===== config.mk =====
export PLATFORM = sky130hd
export DESIGN_NAME = button_led_pad_link_controller
export DESIGN_NICKNAME = d
export VERILOG_FILES = /design/src/rtl/blpl_pkg.sv /design/src/rtl/blpl_front.sv /design/src/rtl/blpl_queue.sv /design/src/rtl/blpl_back.sv /design/src/rtl/button_led_pad_link_controller.sv
export SDC_FILE = /design/constraint.sdc
export NUM_CORES = 1
export LEC_CHECK = 0
export BUFFER_PORTS_ARGS = -buffer_cell sky130_fd_sc_hd__buf_4
export CORE_MARGIN = 2
export CORE_UTILIZATION = 60
export CTS_CLUSTER_SIZE = 14
export DETAILED_ROUTE_END_ITERATION = 8
export GPL_ROUTABILITY_DRIVEN = 0
export PLACE_DENSITY = 0.81
export RECOVER_POWER = 25
export SLEW_MARGIN = 5
export SYNTH_ARGS = -nofsm -noshare
export SYNTH_HDL_FRONTEND = slang
export SYNTH_HIERARCHICAL = 1
export SYNTH_SLANG_ARGS = --single-unit

===== constraint.sdc =====
create_clock -name clk_i -period 4.5 [get_ports clk_i]
set_input_delay 0.675 -clock clk_i [delete_from_list [all_inputs] [get_ports clk_i]]
set_output_delay 0.675 -clock clk_i [all_outputs]
set_load 0.02 [all_outputs]

===== src/rtl/blpl_pkg.sv =====
// Shared types, codes and helper functions for the button/LED pad link controller.
// No dependencies; every other file in rtl/ refers to it by scoped names.
package blpl_pkg;

  // Packet opcodes received from the pad
  localparam logic [7:0] OP_RESET        = 8'd66;
  localparam logic [7:0] OP_ACK          = 8'd64;
  localparam logic [7:0] OP_BUTTON_EVENT = 8'd65;

  // Command bytes sent to the pad
  localparam logic [7:0] CMD_LED_SET       = 8'd6;
  localparam logic [7:0] CMD_BUTTON_IRQ_ON = 8'd3;
  localparam logic [7:0] CMD_LED_USER      = 8'd5;

  localparam logic [7:0]  LED_ALL_DIGITS = 8'h0F;
  localparam logic [7:0]  SEG_DP         = 8'h10;
  localparam logic [7:0]  BUTTONS_IDLE   = 8'hFF;
  localparam logic [31:0] LED_WORD_CLEAR = 32'h0;

  // Command queue between front and back
  localparam int unsigned QUEUE_DEPTH = 2;
  localparam int unsigned QUEUE_PTR_W = 1;
  localparam int unsigned QUEUE_CNT_W = 2;

  // Widest byte sequence is the resend: IRQ on plus six-byte frame
  localparam int unsigned SEQ_IDX_W = 3;

  typedef enum logic [1:0] {
    OP_PACKET       = 2'd0,
    OP_INIT         = 2'd1,
    OP_READ_BUTTONS = 2'd2,
    OP_SET_LEDS     = 2'd3
  } op_e;

  typedef enum logic [1:0] {
    STATUS_OK      = 2'd0,
    STATUS_BUSY    = 2'd1,
    STATUS_UNKNOWN = 2'd2
  } status_e;

  // What the back end has to send for one event
  typedef enum logic [1:0] {
    KIND_NONE   = 2'd0,
    KIND_INIT   = 2'd1,
    KIND_FRAME  = 2'd2,
    KIND_RESEND = 2'd3
  } cmd_kind_e;

  typedef struct packed {
    logic [1:0]  op;
    logic [7:0]  pkt_opcode;
    logic [7:0]  pkt_byte_b;
    logic [7:0]  pkt_byte_c;
    logic [31:0] led_word;
  } in_item_t;

  typedef struct packed {
    logic       tx_valid;
    logic [7:0] tx_byte;
    logic [7:0] buttons;
    logic [1:0] status;
    logic       last;
  } out_item_t;

  typedef struct packed {
    cmd_kind_e   kind;
    logic [31:0] word;
    logic [7:0]  buttons;
    status_e     status;
  } cmd_t;

  function automatic logic [7:0] seg_font(input logic [3:0] hex);
    logic [7:0] seg;
    case (hex)
      4'h0:    seg = 8'hE7;
      4'h1:    seg = 8'h06;
      4'h2:    seg = 8'hCB;
      4'h3:    seg = 8'h8F;
      4'h4:    seg = 8'h2E;
      4'h5:    seg = 8'hAD;
      4'h6:    seg = 8'hED;
      4'h7:    seg = 8'h86;
      4'h8:    seg = 8'hEF;
      4'h9:    seg = 8'hAE;
      4'hA:    seg = 8'hEE;
      4'hB:    seg = 8'h6D;
      4'hC:    seg = 8'hE1;
      4'hD:    seg = 8'h4F;
      4'hE:    seg = 8'hE9;
      default: seg = 8'hE8;
    endcase
    return seg;
  endfunction

  // Byte pos of a six-byte LED frame
  function automatic logic [7:0] frame_byte(input logic [31:0] word,
                                            input logic [SEQ_IDX_W-1:0] pos);
    logic [SEQ_IDX_W-1:0] dpos;
    logic [1:0]           d;
    logic [7:0]           seg;
    dpos = pos - SEQ_IDX_W'(2);
    d    = dpos[1:0];
    seg  = 8'h00;
    case (pos)
      SEQ_IDX_W'(0): seg = CMD_LED_SET;
      SEQ_IDX_W'(1): seg = LED_ALL_DIGITS;
      default: begin
        if (word[{3'b100, d}]) begin
          seg = seg_font(word[{d, 2'b00} +: 4]);
          if (word[{3'b110, d}]) seg = seg | SEG_DP;
        end
      end
    endcase
    return seg;
  endfunction

  // Active-low raw bytes to active-high right,left,down,up,c,b,a,start
  function automatic logic [7:0] remap_buttons(input logic [7:0] low_raw,
                                               input logic [7:0] dir_raw);
    return {~dir_raw[3], ~dir_raw[1], ~dir_raw[2], ~dir_raw[0], ~low_raw[3:0]};
  endfunction

endpackage


===== src/rtl/blpl_front.sv =====
// Front end: takes events, updates busy/button/LED state, queues a command.
// Depends on blpl_pkg.
module blpl_front (
  input  logic               clk_i,
  input  logic               rst_ni,
  input  logic               in_valid_i,
  output logic               in_stall_o,
  input  blpl_pkg::in_item_t in_item_i,
  input  logic               q_full_i,
  output logic               q_push_o,
  output blpl_pkg::cmd_t     q_cmd_o
);

  logic        busy_q, busy_d;
  logic [7:0]  btn_low_q, btn_low_d;
  logic [7:0]  btn_dir_q, btn_dir_d;
  logic [31:0] saved_word_q, saved_word_d;
  logic        accept;

  assign in_stall_o = q_full_i;
  assign accept     = in_valid_i && !q_full_i;
  assign q_push_o   = accept;

  always_comb begin
    busy_d         = busy_q;
    btn_low_d      = btn_low_q;
    btn_dir_d      = btn_dir_q;
    saved_word_d   = saved_word_q;
    q_cmd_o.kind   = blpl_pkg::KIND_NONE;
    q_cmd_o.word   = saved_word_q;
    q_cmd_o.status = blpl_pkg::STATUS_OK;

    case (blpl_pkg::op_e'(in_item_i.op))
      blpl_pkg::OP_PACKET: begin
        if (in_item_i.pkt_opcode == blpl_pkg::OP_RESET) begin
          // pad came back from reset: resend IRQ enable and the last frame
          q_cmd_o.kind = blpl_pkg::KIND_RESEND;
          btn_low_d    = blpl_pkg::BUTTONS_IDLE;
          btn_dir_d    = blpl_pkg::BUTTONS_IDLE;
          busy_d       = 1'b1;
        end else if (in_item_i.pkt_opcode == blpl_pkg::OP_ACK) begin
          busy_d = 1'b0;
        end else if (in_item_i.pkt_opcode == blpl_pkg::OP_BUTTON_EVENT) begin
          btn_low_d = in_item_i.pkt_byte_b;
          btn_dir_d = in_item_i.pkt_byte_c;
        end else begin
          q_cmd_o.status = blpl_pkg::STATUS_UNKNOWN;
        end
      end
      blpl_pkg::OP_INIT: begin
        btn_low_d    = blpl_pkg::BUTTONS_IDLE;
        btn_dir_d    = blpl_pkg::BUTTONS_IDLE;
        saved_word_d = blpl_pkg::LED_WORD_CLEAR;
        if (busy_q) q_cmd_o.status = blpl_pkg::STATUS_BUSY;
        else        q_cmd_o.kind   = blpl_pkg::KIND_INIT;
      end
      blpl_pkg::OP_SET_LEDS: begin
        if (busy_q) begin
          q_cmd_o.status = blpl_pkg::STATUS_BUSY;
        end else begin
          q_cmd_o.kind = blpl_pkg::KIND_FRAME;
          q_cmd_o.word = in_item_i.led_word;
          saved_word_d = in_item_i.led_word;
          busy_d       = 1'b1;
        end
      end
      default: ;
    endcase

    q_cmd_o.buttons = blpl_pkg::remap_buttons(btn_low_d, btn_dir_d);
  end

  always_ff @(posedge clk_i or negedge rst_ni) begin
    if (!rst_ni) begin
      busy_q       <= 1'b0;
      btn_low_q    <= blpl_pkg::BUTTONS_IDLE;
      btn_dir_q    <= blpl_pkg::BUTTONS_IDLE;
      saved_word_q <= blpl_pkg::LED_WORD_CLEAR;
    end else if (accept) begin
      busy_q       <= busy_d;
      btn_low_q    <= btn_low_d;
      btn_dir_q    <= btn_dir_d;
      saved_word_q <= saved_word_d;
    end
  end

endmodule


===== src/rtl/blpl_queue.sv =====
// Two-entry command queue between front and back end.
// Depends on blpl_pkg.
module blpl_queue (
  input  logic           clk_i,
  input  logic           rst_ni,
  input  logic           push_i,
  input  blpl_pkg::cmd_t push_cmd_i,
  output logic           full_o,
  input  logic           pop_i,
  output logic           empty_o,
  output blpl_pkg::cmd_t head_o
);

  blpl_pkg::cmd_t                       entry_q [blpl_pkg::QUEUE_DEPTH];
  logic [blpl_pkg::QUEUE_PTR_W-1:0]     wr_ptr_q, rd_ptr_q;
  logic [blpl_pkg::QUEUE_CNT_W-1:0]     count_q;

  assign full_o  = count_q == blpl_pkg::QUEUE_CNT_W'(blpl_pkg::QUEUE_DEPTH);
  assign empty_o = count_q == '0;
  assign head_o  = entry_q[rd_ptr_q];

  always_ff @(posedge clk_i) begin
    if (push_i) entry_q[wr_ptr_q] <= push_cmd_i;
  end

  always_ff @(posedge clk_i or negedge rst_ni) begin
    if (!rst_ni) begin
      wr_ptr_q <= '0;
      rd_ptr_q <= '0;
      count_q  <= '0;
    end else begin
      if (push_i) wr_ptr_q <= wr_ptr_q + 1'b1;
      if (pop_i)  rd_ptr_q <= rd_ptr_q + 1'b1;
      case ({push_i, pop_i})
        2'b10:   count_q <= count_q + 1'b1;
        2'b01:   count_q <= count_q - 1'b1;
        default: count_q <= count_q;
      endcase
    end
  end

`ifndef SYNTH
  a_no_overflow : assert property (@(posedge clk_i) disable iff (!rst_ni)
    full_o |-> !push_i)
    else $error("queue pushed while full");

  a_no_underflow : assert property (@(posedge clk_i) disable iff (!rst_ni)
    empty_o |-> !pop_i)
    else $error("queue popped while empty");
`endif

endmodule


===== src/rtl/blpl_back.sv =====
// Back end: walks each queued command byte by byte into the output register.
// Depends on blpl_pkg.
module blpl_back (
  input  logic                clk_i,
  input  logic                rst_ni,
  input  logic                q_empty_i,
  input  blpl_pkg::cmd_t      q_head_i,
  output logic                q_pop_o,
  output logic                out_valid_o,
  input  logic                out_stall_i,
  output blpl_pkg::out_item_t out_item_o
);

  logic [blpl_pkg::SEQ_IDX_W-1:0] idx_q, idx_d;
  logic [blpl_pkg::SEQ_IDX_W-1:0] last_idx;
  logic                           out_valid_q, out_valid_d;
  blpl_pkg::out_item_t            out_q, out_d;
  logic                           load;
  logic                           is_last;

  assign load    = !q_empty_i && (!out_valid_q || !out_stall_i);
  assign is_last = idx_q == last_idx;
  assign q_pop_o = load && is_last;

  always_comb begin
    case (q_head_i.kind)
      blpl_pkg::KIND_INIT:   last_idx = blpl_pkg::SEQ_IDX_W'(1);
      blpl_pkg::KIND_FRAME:  last_idx = blpl_pkg::SEQ_IDX_W'(5);
      blpl_pkg::KIND_RESEND: last_idx = blpl_pkg::SEQ_IDX_W'(6);
      default:               last_idx = '0;
    endcase
  end

  always_comb begin
    out_d.tx_valid = q_head_i.kind != blpl_pkg::KIND_NONE;
    out_d.buttons  = q_head_i.buttons;
    out_d.status   = q_head_i.status;
    out_d.last     = is_last;
    case (q_head_i.kind)
      blpl_pkg::KIND_INIT:
        out_d.tx_byte = (idx_q == '0) ? blpl_pkg::CMD_BUTTON_IRQ_ON
                                      : blpl_pkg::CMD_LED_USER;
      blpl_pkg::KIND_FRAME:
        out_d.tx_byte = blpl_pkg::frame_byte(q_head_i.word, idx_q);
      blpl_pkg::KIND_RESEND:
        // IRQ enable first, then the frame shifted by one
        out_d.tx_byte = (idx_q == '0) ? blpl_pkg::CMD_BUTTON_IRQ_ON
                      : blpl_pkg::frame_byte(q_head_i.word,
                                             idx_q - blpl_pkg::SEQ_IDX_W'(1));
      default: out_d.tx_byte = 8'h00;
    endcase
  end

  always_comb begin
    idx_d       = idx_q;
    out_valid_d = out_valid_q;
    if (load) begin
      idx_d       = is_last ? '0 : idx_q + 1'b1;
      out_valid_d = 1'b1;
    end else if (!out_stall_i) begin
      out_valid_d = 1'b0;
    end
  end

  always_ff @(posedge clk_i or negedge rst_ni) begin
    if (!rst_ni) begin
      idx_q       <= '0;
      out_valid_q <= 1'b0;
    end else begin
      idx_q       <= idx_d;
      out_valid_q <= out_valid_d;
    end
  end

  always_ff @(posedge clk_i) begin
    if (load) out_q <= out_d;
  end

  assign out_valid_o = out_valid_q;
  assign out_item_o  = out_q;

`ifndef SYNTH
  a_idx_in_range : assert property (@(posedge clk_i) disable iff (!rst_ni)
    !q_empty_i |-> idx_q <= last_idx)
    else $error("byte index beyond command length");

  a_idle_idx_zero : assert property (@(posedge clk_i) disable iff (!rst_ni)
    q_empty_i |-> idx_q == '0)
    else $error("byte index not cleared between commands");
`endif

endmodule


===== src/rtl/button_led_pad_link_controller.sv =====
// Host-side controller for a serial button/LED pad: top level.
// Depends on blpl_pkg, blpl_front, blpl_queue and blpl_back.
//
// Input channel (in_valid_i / in_stall_o / in_item_i): one event per
// transaction - a received pad packet, init, read buttons or set LEDs.
// Output channel (out_valid_o / out_stall_i / out_item_o): one transaction
// per command byte to send to the pad, or a single transaction with
// tx_valid low when the event sends nothing. Every item carries the
// remapped button byte and the status; last marks the final item of an event.
// An accepted event is first written into the queue; its first item is then
// loaded from the queue head into the output register. Items then follow
// one per cycle unless out_stall_i holds the output: 1 for a silent event,
// 2 for init, 6 for an LED frame, 7 for the resend after a pad reset; the
// byte sequencer in the back end sets these item counts.
// The front end updates state and queues a command in the accept cycle; a
// two-entry queue lets it take new events back to back while the back end
// is still emitting. When out_stall_i holds the output, the output register
// keeps its item, the back end waits and in_stall_o rises once the queue
// fills.
// Reset: busy clear, both button bytes 0xff, saved LED word zero, queue
// and output empty.
module button_led_pad_link_controller (
  input  logic                clk_i,
  input  logic                rst_ni,
  input  logic                in_valid_i,
  output logic                in_stall_o,
  input  blpl_pkg::in_item_t  in_item_i,
  output logic                out_valid_o,
  input  logic                out_stall_i,
  output blpl_pkg::out_item_t out_item_o
);

  logic           q_push, q_pop, q_full, q_empty;
  blpl_pkg::cmd_t q_push_cmd, q_head;

  blpl_front u_front (
    .clk_i      (clk_i),
    .rst_ni     (rst_ni),
    .in_valid_i (in_valid_i),
    .in_stall_o (in_stall_o),
    .in_item_i  (in_item_i),
    .q_full_i   (q_full),
    .q_push_o   (q_push),
    .q_cmd_o    (q_push_cmd)
  );

  blpl_queue u_queue (
    .clk_i      (clk_i),
    .rst_ni     (rst_ni),
    .push_i     (q_push),
    .push_cmd_i (q_push_cmd),
    .full_o     (q_full),
    .pop_i      (q_pop),
    .empty_o    (q_empty),
    .head_o     (q_head)
  );

  blpl_back u_back (
    .clk_i       (clk_i),
    .rst_ni      (rst_ni),
    .q_empty_i   (q_empty),
    .q_head_i    (q_head),
    .q_pop_o     (q_pop),
    .out_valid_o (out_valid_o),
    .out_stall_i (out_stall_i),
    .out_item_o  (out_item_o)
  );

endmodule

==> results_dict.tcl, run 1 <==
set metrics [dict create \
    layout_min_cycle_time_ns 3.51 \
    setup_tns_ns 0 \
    dieWidth_um 111 \
    vias 4407 \
    synth.net_count 597 \
    dieArea_um2 12200 \
    rsz0062_at_grt "no" \
    hold_buffers 0 \
    max_freq_mhz 285 \
    fp-row-count 38 \
    slew_headroom_pct -56.8 \
    place_hpwl_um 8780 \
    grt_max_degree 49 \
    utilization_pct 71.3 \
    core_area_um2 11000 \
    fp.dieH_um 111 \
    finalSetupViolations 0 \
    antenna_left 0 \
    drc 0 \
    status "finished with violations" \
    cts_root_buf "clkbuf_16" \
    syn_avg_cell_area_um2 13.2 \
    grt_first_pass_wirelength_um 22500 \
    start_util_pct 62.1 \
    hold_viol 0 \
    ctsResizeCount 0 \
    grt_pass1_vias 4608 \
    cts.sinks 133 \
    power_density_nw_per_um2 763 \
    criticalPathCategory "reg -> reg" \
    tritoncts "done" \
    drv_slew 42 \
    peakVddDrop_v 0.000374 \
    nets 657 \
    numPortBuffers 67 \
    grt_antenna_before_repair 0 \
    clk_latency_ns 0.41 \
    tightest_slew_ns 2.35 \
    clk_path_buf_depth 2 \
    dr.pass1.iters 5 \
    cts_buffers 17 \
    holdWs_ns 0.472 \
    failed_checks "capacitance limit, slew limit" \
    post-cts-setup-buffers 0 \
    drive_gt1_share_pct 29.1 \
    startpoint_type "flop" \
    cp.arrival_ns 3.85 \
    fin_crit_sh_pct 78.0 \
    diodes 0 \
    syn2layout_area_growth_pct 14.8 \
    ios 84 \
    syn_area_um2 6820 \
    post_drt_wl_per_cell_um 18.6 \
    hold_class "reg -> reg" \
    track_usage_pct 23.1 \
    synthCells 515 \
    num-fill-cells 730 \
    crit_fanout 27 \
    htree_num_levels 4 \
    drtIter0Drc 355 \
    grt-ovfl-total 0 \
    viasPerCell 6.05 \
    p_leak_nw 3.09 \
    yosysWarnings 6 \
    cp-end-kind "flop" \
    fin_worst_skew_ns 0.00640 \
    drt_wl_total_um 13500 \
    maxCapViolCount 1 \
    cts.clk_slew.worst_paths_ns 0.05 \
    required_ns 4.84 \
]
## per-stage QoR
| stage | setup WS, ns | instance area [µm²] | std cells | power, mW |
|---|---|---|---|---|
| 4_1_cts | 1.02 | 7920 | 728 | 6.06 |
| 3_5_place_dp | 1.13 | 7320 | 696 | 4.62 |
| 6_report | 0.991 | 7830 | 728 | 5.97 |
| 5_1_grt | 0.885 | 7830 | 728 | 6.31 |
| 2_1_floorplan | 1.52 | 6820 | 515 | 4.08 |
| 3_3_place_gp | 1.24 | 7320 | 696 | 4.47 |
## placed cells by master (no fill, tap or decap), types with 8 or more instances in the layout
cell       instances
mux2_2            30
buf_4             51
nor2_1            10
o21ai_0           29
inv_1             17
nand2_1           69
mux2_4            28
o22ai_1           11
dfrtp_1           32
clkbuf_1          23
ha_1              20
o22a_1             8
edfxtp_1          92
nor2b_1           10
dfstp_2            8
mux4_2            10
a21oi_1           11
clkbuf_16         17
## per-layer routing
layer | vias up | share of wire (%) | global-route usage [%]
li1 | 2029 | - | -
met1 | 2172 | 41 | 29.8
met2 | 186 | 51 | 38.8
met3 | 20 | 6.6 | 5.71
met4 | 0 | 1.1 | 7.08
met5 | - | 0 | 0
## area by class of cell
type / count / area (µm²) / area share, %
well taps: 140 / 175 / 2.24
inverters: 18 / 67.6 / 0.863
repair buffers: 74 / 473 / 6.04
flip-flops and latches: 133 / 3800 / 48.5
clock buffers: 19 / 443 / 5.66
multi-input cells: 331 / 2710 / 34.7
clock inverters: 13 / 158 / 2.01
## final timing paths
kind | from | to | slack [ns] | cells past startpoint
min in group asynchronous | rst_ni | u_front/saved_word_q[5]$_DFFE_PN0P_ | 0.97 | 1
setup reg to reg | u_queue/rd_ptr_q$_DFFE_PN0P_ | u_queue/count_q[1]$_DFFE_PN0P_ | 0.99 | 10
setup / recovery | u_queue/rd_ptr_q$_DFFE_PN0P_ | u_queue/count_q[1]$_DFFE_PN0P_ | 0.99 | 10
max in group asynchronous | rst_ni | u_queue/rd_ptr_q$_DFFE_PN0P_ | 2.00 | 1
hold reg to reg | u_front/saved_word_q[13]$_DFFE_PN0P_ | u_front/saved_word_q[13]$_DFFE_PN0P_ | 0.47 | 2
hold / removal | u_front/saved_word_q[13]$_DFFE_PN0P_ | u_front/saved_word_q[13]$_DFFE_PN0P_ | 0.47 | 2
## registers in the layout, indices dropped and copies added, names as in the netlist, named ones only
| signal | count |
|---|---|
| u_front/saved_word_q | 24 |
| u_queue/entry_q | 72 |
| u_back/out_item_o | 20 |
| u_queue/wr_ptr_q | 1 |
| u_front/busy_q | 1 |
| u_queue/rd_ptr_q | 1 |
| u_back/idx_q | 3 |
| u_back/out_valid_o | 1 |
| u_queue/count_q | 2 |
## where the power goes
group / leakage (nW) / switching [mW] / internal [mW]
clock network: 0.285 / 0.508 / 0.883
registers: 1.40 / 0.213 / 1.80
logic: 1.41 / 1.45 / 1.12
total: 3.09 / 2.17 / 3.80
## critical path, cell delays in order, from the launching register on
cell     delay, ns
dfrtp_2       0.89
mux2_4        0.38
inv_1         0.11
ha_1          0.32
or3b_1        0.40
a21oi_1       0.17
o21ai_1       0.18
nor2_1        0.36
ha_1          0.33
nor2_1        0.15
xor2_1        0.15
(Power assumes the default switching activity.)
==> inputs of run 2 (changes only) <==
- clock period: 4.5 -> 3.6 ns (I/O delays scaled with it)
==> results_dict.tcl, run 2 (synthesized netlist as in run 1, its figures left out) <==
set metrics [dict create \
    place_hpwl_um 8580 \
    crit_chain "buf_4, mux2_2, ha_1, or3b_1, a21oi_1, o21ai_1, nor2_1, ha_1, nor2_1, xor2_1" \
    required_ns 3.93 \
    hold_viol 0 \
    seqPwrFrac_pct 33.0 \
    antenna_left 0 \
    critPathBufInv 1 \
    status "finished with violations" \
    post-cts-setup-buffers 0 \
    p_int_mw 4.66 \
    cp.arrival_ns 3.47 \
    drv_slew 42 \
    post_drt_wl_per_cell_um 18.7 \
    fp.dieH_um 111 \
    dieWidth_um 111 \
    hold_class "in -> reg" \
    syn2layout_area_growth_pct 14.7 \
    viasPerCell 6.00 \
    maxCapViolCount 1 \
    startpoint_type "flop" \
    worstRegToRegCells 10 \
    finalSetupViolations 0 \
    grt_pass1_vias 4539 \
    power_mw 7.38 \
    largest_reg_flops 72 \
    diodes 0 \
    grt_first_pass_wirelength_um 22300 \
    drtIter0Drc 288 \
    rsz0062_at_grt "no" \
    cts.clk_slew.worst_paths_ns 0.06 \
    failed_checks "capacitance limit, slew limit" \
    crit_fanout 9 \
    cts_root_buf "clkbuf_16" \
    clk_latency_ns 0.42 \
    worst_path_max_delay_cell "dfrtp_2" \
    core_area_um2 11000 \
    ctsResizeCount 0 \
    p_sw_mw 2.72 \
    tightest_slew_ns 2.37 \
    drt_wl_total_um 13600 \
    combPwrFrac_pct 44.4 \
    min_path_cells 2 \
    num-fill-cells 714 \
    nets 659 \
    fin_crit_sh_pct 87.4 \
    dr.pass1.iters 5 \
    cts_buffers 17 \
    peakVddDrop_v 0.000491 \
    hold_buffers 0 \
    drc 0 \
    grt_antenna_before_repair 0 \
    final_common_cell "edfxtp_1" \
    criticalPathCategory "reg -> reg" \
    hold_start "in_item_i[35]" \
    power_density_nw_per_um2 943 \
    slew_headroom_pct -57.9 \
    cp_slowest_stage_delay_ns 0.49 \
    reg2reg_slack_ns 0.45 \
    drive_gt1_share_pct 29.2 \
    pwr-share-clk_pct 22.5 \
    fin_worst_skew_ns 0.00793 \
    fp-row-count 38 \
    track_usage_pct 23.1 \
    start_util_pct 62.1 \
    ios 84 \
    layout_min_cycle_time_ns 3.15 \
    setup_tns_ns 0 \
    mostFrequentLayoutCells "92 x edfxtp_1, 69 x nand2_1, 57 x buf_4" \
    grt-ovfl-total 0 \
    max_freq_mhz 318 \
    r2r-end "u_queue/count_q[1]$_DFFE_PN0P_" \
    regMostFlops "u_queue/entry_q" \
    tritoncts "done" \
    dieArea_um2 12200 \
    clk_path_buf_depth 2 \
    switching_share_pct 36.9 \
    htree_num_levels 4 \
    cts.sinks 133 \
    r2r_start "u_queue/rd_ptr_q$_DFFE_PN0P_" \
    crit_family "simple AND/OR/NAND/NOR gates" \
    grt_max_degree 49 \
    vias 4380 \
    p_leak_nw 3.09 \
    numPortBuffers 67 \
    cp-end-kind "flop" \
]
run 2: cell count changes in the layout (fill, tap and decap cells not counted), sizes merged:
cell	delta
clkinvlp	-1
inv	+3
clkbuf	-5
buf	+7
bufinv	-2
run 2: through the flow:
| step | area [µm²] | hold slack [ns] | utilization (%) | setup WS (ns) | cells |
|---|---|---|---|---|---|
| 6_report | 7830 | 0.350 | 71.3 | 0.454 | 730 |
| 3_3_place_gp | 7350 | 0.456 | 66.9 | 0.580 | 698 |
| 4_1_cts | 7930 | 0.128 | 72.2 | 0.430 | 730 |
| 5_1_grt | 7830 | 0.343 | 71.3 | 0.314 | 730 |
| 2_1_floorplan | 6820 | 0.244 | - | 0.733 | 515 |
| 3_5_place_dp | 7350 | 0.465 | 66.9 | 0.456 | 698 |
run 2: layout make-up:
type / instances / area (µm²) / share of cell area, %
clock buffer: 19 / 454 / 5.80
clock inverter: 13 / 120 / 1.53
inverter: 18 / 67.6 / 0.863
multi-input combinational: 331 / 2700 / 34.4
sequential: 133 / 3800 / 48.5
tap: 140 / 175 / 2.24
timing repair buffer: 76 / 515 / 6.59
run 2: power groups by stage:
stage	combinational (mW)	sequential [mW]	clock, mW
final	3.28	2.44	1.66
after global routing	3.55	2.49	1.76
after CTS	3.37	2.45	1.69
after detailed placement	3.30	2.47	0
after global placement	3.18	2.43	0
after floorplan	2.55	2.55	0
run 2: worst max path at each step:
stage / start / endpoint / slack, ns / cells past startpoint
global placement: u_queue/rd_ptr_q$_DFFE_PN0P_ / u_back/out_item_o[11]$_DFFE_PP_ / 0.58 / 8
CTS: u_queue/rd_ptr_q$_DFFE_PN0P_ / u_queue/count_q[1]$_DFFE_PN0P_ / 0.43 / 10
global route: u_queue/rd_ptr_q$_DFFE_PN0P_ / u_queue/count_q[1]$_DFFE_PN0P_ / 0.31 / 10
detailed placement: u_queue/rd_ptr_q$_DFFE_PN0P_ / u_back/out_item_o[11]$_DFFE_PP_ / 0.46 / 8
finish: u_queue/rd_ptr_q$_DFFE_PN0P_ / u_queue/count_q[1]$_DFFE_PN0P_ / 0.45 / 10
floorplan: u_back/idx_q[0]$_DFFE_PN0P_ / u_back/out_item_o[11]$_DFFE_PP_ / 0.73 / 11
run 2: layer usage:
metal  routed length [µm]  global-route usage [%]  vias up
met5                    0                       0        -
li1                     -                       -     2041
met3                  788                    5.10       22
met1                 5730                    29.4     2150
met4                  222                    8.92        0
met2                 6890                    39.0      167
==> inputs of run 3 (changes only) <==
==> constraint.sdc (replaced) <==
create_clock -name clk_i -period 3.6 [get_ports clk_i]
set_input_delay 0.18 -clock clk_i [delete_from_list [all_inputs] [get_ports clk_i]]
set_output_delay 0.18 -clock clk_i [all_outputs]
set_load 0.02 [all_outputs]
==> results_dict.tcl, run 3 (synthesized netlist as in run 1, its figures left out) <==
set metrics [dict create \
    crit_fanout 19 \
    tritoncts "done" \
    fin_crit_sh_pct 90.1 \
    required_ns 3.92 \
    crit_chain "mux2_2, ha_1, or3b_1, a21oi_1, o21ai_1, nor2_1, ha_1, nor2_1, xor2_1" \
    drtIter0Drc 344 \
    ios 84 \
    dp_slack_ns 0.442 \
    post-cts-setup-buffers 0 \
    power_density_nw_per_um2 952 \
    worstRegToRegCells 9 \
    largest_reg_flops 72 \
    setup_ws_ns 0.356 \
    cp.depth 9 \
    drt_wl_total_um 13700 \
    startpoint_type "flop" \
    clk_path_buf_depth 2 \
    grt_first_pass_wirelength_um 22500 \
    start_util_pct 62.1 \
    critPathBufInv 0 \
    htree_num_levels 4 \
    grt_max_degree 49 \
    diodes 0 \
    fp.dieH_um 111 \
    core_area_um2 11000 \
    hold_class "in -> reg" \
    syn2layout_area_growth_pct 16.8 \
    place_hpwl_um 8760 \
    post_drt_wl_per_cell_um 18.5 \
    crit_family "simple AND/OR/NAND/NOR gates" \
    cts_root_buf "clkbuf_16" \
    cp_slowest_stage_delay_ns 0.73 \
    finalSetupViolations 0 \
    max_freq_mhz 308 \
    failed_checks "capacitance limit, slew limit" \
    viasPerCell 6.07 \
    clk_latency_ns 0.41 \
    mostFrequentLayoutCells "92 x edfxtp_1, 69 x nand2_1, 55 x buf_4" \
    p_leak_nw 3.16 \
    tightest_slew_ns 2.37 \
    setup_tns_ns 0 \
    grt_pass1_vias 4527 \
    antenna_left 0 \
    drc 0 \
    num-fill-cells 728 \
    track_usage_pct 23.1 \
    cp.arrival_ns 3.57 \
    cts_buffers 17 \
    layout_min_cycle_time_ns 3.24 \
    dieArea_um2 12200 \
    min_path_cells 3 \
    grt-ovfl-total 0 \
    rsz0062_at_grt "no" \
    slew_headroom_pct -58.2 \
    final_common_cell "edfxtp_1" \
    fin_worst_skew_ns 0.0131 \
    hold_viol 0 \
    worst_path_max_delay_cell "dfrtp_2" \
    drive_gt1_share_pct 29.2 \
    drv_slew 42 \
    regMostFlops "u_queue/entry_q" \
    status "finished with violations" \
    cts.sinks 133 \
    maxCapViolCount 1 \
    vias 4495 \
    dieWidth_um 111 \
    ctsResizeCount 0 \
    cp-end-kind "flop" \
    dr.pass1.iters 5 \
    grt_antenna_before_repair 0 \
    nets 669 \
    hold_buffers 8 \
    criticalPathCategory "reg -> reg" \
    fp-row-count 38 \
    numPortBuffers 67 \
    cts.clk_slew.worst_paths_ns 0.06 \
    peakVddDrop_v 0.000479 \
]
run 3: cell count changes in the layout (fill, tap and decap cells not counted), sizes merged:
cell         delta
clkinv          -1
bufinv          +3
buf             -3
clkbuf          +4
inv             +1
dlygate4sd3     +8
clkinvlp        -2
run 3: routing by layer:
metal	up-vias	share of wire, %	global-route usage, %	routed length, µm
met5	-	0	0	0
met4	0	0.85	6.92	117
met3	16	6.5	5.27	891
met2	201	51	38.7	7030
met1	2228	41	30.4	5670
li1	2050	-	-	-
run 3: cell type report:
class,count,area (µm²),share of cell area (%)
well taps,140,175,2.20
clock buffers,18,429,5.39
flip-flops and latches,133,3800,47.7
inverters,18,67.6,0.848
repair buffers,86,583,7.32
clock inverters,14,198,2.48
multi-input cells,331,2720,34.1
run 3: per-stage QoR:
step / instances / utilization [%] / area, µm² / power [mW] / hold slack [ns]
after floorplan: 515 / - / 6820 / 5.10 / -0.116
after global placement: 700 / 67.0 / 7350 / 5.61 / 0.195
after detailed placement: 700 / 67.0 / 7350 / 5.80 / 0.213
after CTS: 740 / 73.4 / 8060 / 7.68 / 0.00751
after global routing: 740 / 72.6 / 7970 / 7.98 / 0.0157
final: 740 / 72.6 / 7970 / 7.59 / 0.0186
run 3: path summary, 6_finish.rpt:
path,startpoint,end,slack (ns)
min in group asynchronous,rst_ni,u_front/saved_word_q[13]$_DFFE_PN0P_,1.03
max in group asynchronous,rst_ni,u_queue/rd_ptr_q$_DFFE_PN0P_,1.03
setup / recovery,u_queue/rd_ptr_q$_DFFE_PN0P_,u_queue/count_q[1]$_DFFE_PN0P_,0.36
setup reg to reg,u_queue/rd_ptr_q$_DFFE_PN0P_,u_queue/count_q[1]$_DFFE_PN0P_,0.36
hold / removal,in_item_i[19],u_front/saved_word_q[19]$_DFFE_PN0P_,0.02
hold reg to reg,u_front/saved_word_q[5]$_DFFE_PN0P_,u_front/saved_word_q[5]$_DFFE_PN0P_,0.48
run 3: worst min-delay path, stage by stage:
cell	delay, ns
buf_4	0.11
nand2_1	0.04
o21ai_0	0.06
run 3: where the power goes:
group / switching, mW / internal (mW)
clock network: 0.654 / 1.17
logic: 1.86 / 1.43
registers: 0.233 / 2.25
